$ cat src/scps_pkg.sv
// ----------------------------------------------------------------------------
// scps_pkg
// Shared types and constants for the coverage pyramid score block.
// ----------------------------------------------------------------------------
package scps_pkg;
  localparam int unsigned CoordW = 20;
  localparam int unsigned SizeW  = 16;
  localparam int unsigned ScoreW = 25;
  localparam int unsigned CfgIdxW = 1;

  localparam logic [CfgIdxW-1:0] CfgWidth  = 1'b0;
  localparam logic [CfgIdxW-1:0] CfgHeight = 1'b1;
endpackage

$ cat src/scps_front.sv
// ----------------------------------------------------------------------------
// scps_front
// Accepts points and computes the finest cell indexes by restoring division.
// ----------------------------------------------------------------------------
module scps_front import scps_pkg::*; #(
  parameter int unsigned Levels    = 6,
  parameter int unsigned FracBits  = 4
) (
  input  logic              clk_i,
  input  logic              rst_ni,
  input  logic              in_valid_i,
  output logic              in_ready_o,
  input  logic [CoordW-1:0] x_i,
  input  logic [CoordW-1:0] y_i,
  input  logic [SizeW-1:0]  width_i,
  input  logic [SizeW-1:0]  height_i,
  output logic              q_valid_o,
  input  logic              q_ready_i,
  output logic [Levels-1:0] ix_o,
  output logic [Levels-1:0] iy_o
);
  localparam int unsigned NumW = CoordW - 1 + Levels;
  localparam int unsigned DenW = SizeW + FracBits;
  localparam int unsigned CntW = $clog2(NumW + 1);

  typedef enum logic [1:0] {Idle, Divide, Hold} state_e;

  state_e            state_q;
  logic [CntW-1:0]   cnt_q;
  logic [NumW-1:0]   nx_q, ny_q, qx_q, qy_q;
  logic [DenW:0]     rx_q, ry_q;
  logic [DenW-1:0]   dx_q, dy_q;
  logic [DenW:0]     rx_s, ry_s;
  logic [DenW:0]     tx, ty;
  logic [SizeW-1:0]  w_c, h_c;

  assign w_c = (width_i == '0) ? SizeW'(1) : width_i;
  assign h_c = (height_i == '0) ? SizeW'(1) : height_i;
  assign rx_s = {rx_q[DenW-1:0], nx_q[NumW-1]};
  assign ry_s = {ry_q[DenW-1:0], ny_q[NumW-1]};
  assign tx = rx_s - {1'b0, dx_q};
  assign ty = ry_s - {1'b0, dy_q};

  function automatic logic [Levels-1:0] sat(input logic [NumW-1:0] q);
    sat = (q > NumW'({Levels{1'b1}})) ? {Levels{1'b1}} : q[Levels-1:0];
  endfunction

  assign in_ready_o = (state_q == Idle);
  assign q_valid_o  = (state_q == Hold);
  assign ix_o = sat(qx_q);
  assign iy_o = sat(qy_q);

  always_ff @(posedge clk_i or negedge rst_ni) begin
    if (!rst_ni) begin
      state_q <= Idle;
      cnt_q   <= '0;
    end else begin
      case (state_q)
        Idle: begin
          if (in_valid_i) begin
            state_q <= Divide;
            cnt_q   <= CntW'(NumW);
            nx_q <= x_i[CoordW-1] ? '0 : {x_i[CoordW-2:0], {Levels{1'b0}}};
            ny_q <= y_i[CoordW-1] ? '0 : {y_i[CoordW-2:0], {Levels{1'b0}}};
            dx_q <= {w_c, {FracBits{1'b0}}};
            dy_q <= {h_c, {FracBits{1'b0}}};
            rx_q <= '0;
            ry_q <= '0;
          end
        end
        Divide: begin
          rx_q <= tx[DenW] ? rx_s : tx;
          ry_q <= ty[DenW] ? ry_s : ty;
          qx_q <= {qx_q[NumW-2:0], ~tx[DenW]};
          qy_q <= {qy_q[NumW-2:0], ~ty[DenW]};
          nx_q <= {nx_q[NumW-2:0], 1'b0};
          ny_q <= {ny_q[NumW-2:0], 1'b0};
          cnt_q <= cnt_q - CntW'(1);
          if (cnt_q == CntW'(1)) begin
            state_q <= Hold;
          end
        end
        Hold: begin
          if (q_ready_i) begin
            state_q <= Idle;
          end
        end
        default: state_q <= Idle;
      endcase
    end
  end

  assert property (@(posedge clk_i) disable iff (!rst_ni)
    (state_q == Hold && !q_ready_i) |=> (state_q == Hold && $stable(qx_q)))
    else $error("held index changed");
  assert property (@(posedge clk_i) disable iff (!rst_ni)
    (state_q == Divide) |-> (cnt_q != '0))
    else $error("divide count underflow");
  assert property (@(posedge clk_i) disable iff (!rst_ni)
    (in_valid_i && in_ready_o) |=> (state_q == Divide))
    else $error("accept did not start division");
endmodule

$ cat config.mk
export PLATFORM = sky130hd
export DESIGN_NAME = scps_front
export DESIGN_NICKNAME = d
export VERILOG_FILES = /design/src/scps_pkg.sv /design/src/scps_front.sv
export SDC_FILE = /design/constraint.sdc
export NUM_CORES = 1
export LEC_CHECK = 0
export ABC_AREA = 1
export BUFFER_PORTS_ARGS = -buffer_cell sky130_fd_sc_hd__buf_2
export CORE_ASPECT_RATIO = 0.8
export CORE_MARGIN = 2
export CORE_UTILIZATION = 55
export DETAILED_ROUTE_END_ITERATION = 6
export GPL_ROUTABILITY_DRIVEN = 0
export GPL_TIMING_DRIVEN = 1
export PLACE_DENSITY = 0.84
export SLEW_MARGIN = 25
export SYNTH_ARGS = -nofsm -noshare
export SYNTH_HDL_FRONTEND = slang
export SYNTH_SLANG_ARGS = --single-unit
$ cat constraint.sdc
create_clock -name clk_i -period 5.84 [get_ports clk_i]
set_clock_uncertainty 0.1 [all_clocks]
set_input_delay 0.876 -clock clk_i [delete_from_list [all_inputs] [get_ports clk_i]]
set_output_delay 0.876 -clock clk_i [all_outputs]
set_load 0.005 [all_outputs]
==> flow_summary.ini <==
[status]
outcome = finished, final reports clean

[clock_tree]
clock_path_buffers = 2
post_cts_buffers = 0
cts_resized = 0
cts_hold_buf = 0
cts.sinks = 167
clock_latency_ps = 440
cts_tree = built
htree_levels = 4
clk_pin_slew_ps = 70
root_buffer = clkbuf_16
numCtsBuffers = 17

[placed_design]
post-dp-hpwl_mm = 12.7
dpl_worst_slack_ps = 2620
dp.cells = 1284
place_area_mm2 = 0.00951
io_buffers = 89

[finish]
antenna_cells = 0
final_area_mm2 = 0.0101
fin_cells = 1318
utilization = 0.638
drive_above_1_share = 0.140
area_delta_synth_final_pct = 12.9
nNetsFinal = 1202

[synth]
synth.most_common_cell = nand2_1
synth_cell_type_count = 31
ys.flop_type = edfxtp_1
synth-seq-cells = 167
synth_cells = 1026
synth_warnings = 0
yosys-top-cells-count = nand2_1, inv_1, edfxtp_1
synthAdderAreaFrac = 0.0519
synth_top_family_by_area = simple AND/OR/NAND/NOR gates
synth_compound_gate_area_share = 0.0385
synth-simple-area-share = 0.223
yosysSeqAreaShare = 0.556
muxShareOfSynthArea = 0
synth_edf_count = 160
synth_area_leaders = edfxtp_1, nand2_1, inv_1
synth_top_area_frac = 0.536
syn-cell-area_mm2 = 0.00896
syn_nets = 1138
yosysTopAreaCell = edfxtp_1
synth_xor_area_frac = 0.0137
avgSynthCellArea_um2 = 8.74
ys_async_sr_fraction = 0.0419

[pwr]
seqPwrFrac = 0.387
p_per_area_mw_per_mm2 = 538
switching_power_mw = 2.19
pwr-share-comb = 0.419
vdd_drop_max_mv = 0.246
intPower_mw = 3.26
p_sw_frac = 0.401
leakage_nw = 5.01
power_frac_clock = 0.194
p_total_mw = 5.45

[setup_path]
cp_max_fo = 6
critPathSlowestCell = nor3_1
crit_chain = or3_1, nor3_1, nand2_1, buf_2
arrival_ps = 2280
cp-end-kind = output pin
critPathMaxStageDelay_ps = 770
path_buf_inv = 1
crit_family = simple AND/OR/NAND/NOR gates
crit_type = reg -> out
critical_path_required_ps = 4860
critPathLaunchType = flop

[timing]
setup_viol = 0
slew_headroom = 0.371
fmax_ghz = 0.307
rsz0062_at_grt = no
hold_viol = 0
timing.hold.ws_ps = 178
drv_slew = 0
worst_pin_slew_ps = 936
timing.final.crit_period_ps = 3260
tns_ps = 0
min_period_over_period = 0.557
post-route-worst-setup-slack_ps = 2580

[grt]
grt_max_degree = 74
antenna_found_initial = 0
grt_usage = 0.216
globalRouteOverflowTotal = 0
grt_pass1_vias = 6138
grt_pass1_wl_mm = 29.4

[floorplan]
ios = 90
fp.coreArea_mm2 = 0.0159
initial_core_util = 0.565
die_x_um = 147
chipHeight_um = 118
die-area_mm2 = 0.0173
rows = 41

[detailed_routing]
firstDrtPassIters = 5
post_drt_wl_per_cell_um = 13.8
wl_mm = 18.2
drc = 0
ant_nets = 0
vias = 6645
drt_iter0_markers = 657
routed_via_density = 5.04

[worst_hold_path]
hp-class = in -> async

[job]
maxCapViolCount = 0
==> power by group through the flow <==
stage               clock (mW)  combinational (mW)  sequential [mW]
global placement             0                2.13             2.10
finish                    1.06                2.28             2.10
CTS                       1.07                2.25             2.10
global route              1.12                2.62             2.14
floorplan                    0                1.79             2.06
detailed placement           0                2.21             2.12
==> layout make-up <==
| type | instances | area [um^2] |
|---|---|---|
| clock inverter | 15 | 129 |
| timing repair buffer | 94 | 523 |
| fill | 1217 | 5730 |
| inverter | 221 | 830 |
| sequential | 167 | 4980 |
| tap | 215 | 269 |
| clock buffer | 17 | 425 |
| multi-input combinational | 589 | 2960 |
==> logic make-up after synthesis <==
group | after synthesis
adder cells (fa/ha/maj) | 36
XOR/XNOR | 14
flip-flops | 167
AO/OA/AOI/OAI | 65
AND/OR/NAND/NOR | 474
buffers and inverters | 270
==> final timing paths <==
path | from | to | slack (ps) | cells after the start
worst max-delay path | qx_q[8]$_DFFE_PP_ | ix_o[4] | 2580 | 4
worst min-delay path | rst_ni | cnt_q[2]$_DFFE_PN0P_ | 180 | 1
worst max register to register | state_q[0]$_DFFE_PN0P_ | qy_q[4]$_DFFE_PP_ | 3110 | 6
worst min register to register | qx_q[7]$_DFFE_PP_ | qx_q[8]$_DFFE_PP_ | 340 | 0
max in group asynchronous | rst_ni | cnt_q[1]$_DFFE_PN0P_ | 5280 | 1
min in group clk_i | qx_q[7]$_DFFE_PP_ | qx_q[8]$_DFFE_PP_ | 340 | 0
==> layer usage <==
metal | part of all wire | global-route usage | wire length (um) | up-vias
li1 | - | - | - | 3346
met1 | 0.48 | 0.317 | 8720 | 3026
met2 | 0.43 | 0.315 | 7880 | 250
met3 | 0.076 | 0.0541 | 1380 | 23
met4 | 0.012 | 0.0728 | 223 | 0
met5 | 0 | 0 | 0 | -
==> placed cells by master (no fill, tap or decap), drive strengths merged <==
cell type / instances
nor4: 16
or2: 4
a41o: 2
xor2: 12
fa: 2
nor2: 99
clkbuf: 17
nand2: 282
edfxtp: 160
bufinv: 1
a21oi: 22
buf: 94
nand3: 58
xnor2: 2
ha: 34
nand3b: 2
clkinv: 8
dfrtp: 7
nor3: 11
or3: 2
inv: 223
o22ai: 2
clkinvlp: 4
o21ai: 39
==> worst reg2reg max path, stage by stage, from the launching register on <==
cell and delay, ps:
dfrtp_1 380, inv_1 80, nor2_4 80, buf_4 580
inv_1 420, nor2_4 160, buf_4 530
==> registers in the layout, indices dropped and copies added (netlist names) <==
| name | cells |
|---|---|
| ry_q | 20 |
| qx_q | 25 |
| nx_q | 19 |
| dx_q | 16 |
| qy_q | 25 |
| state_q | 2 |
| cnt_q | 5 |
| dy_q | 16 |
| ny_q | 19 |
| rx_q | 20 |
(Power assumes the default switching activity.)
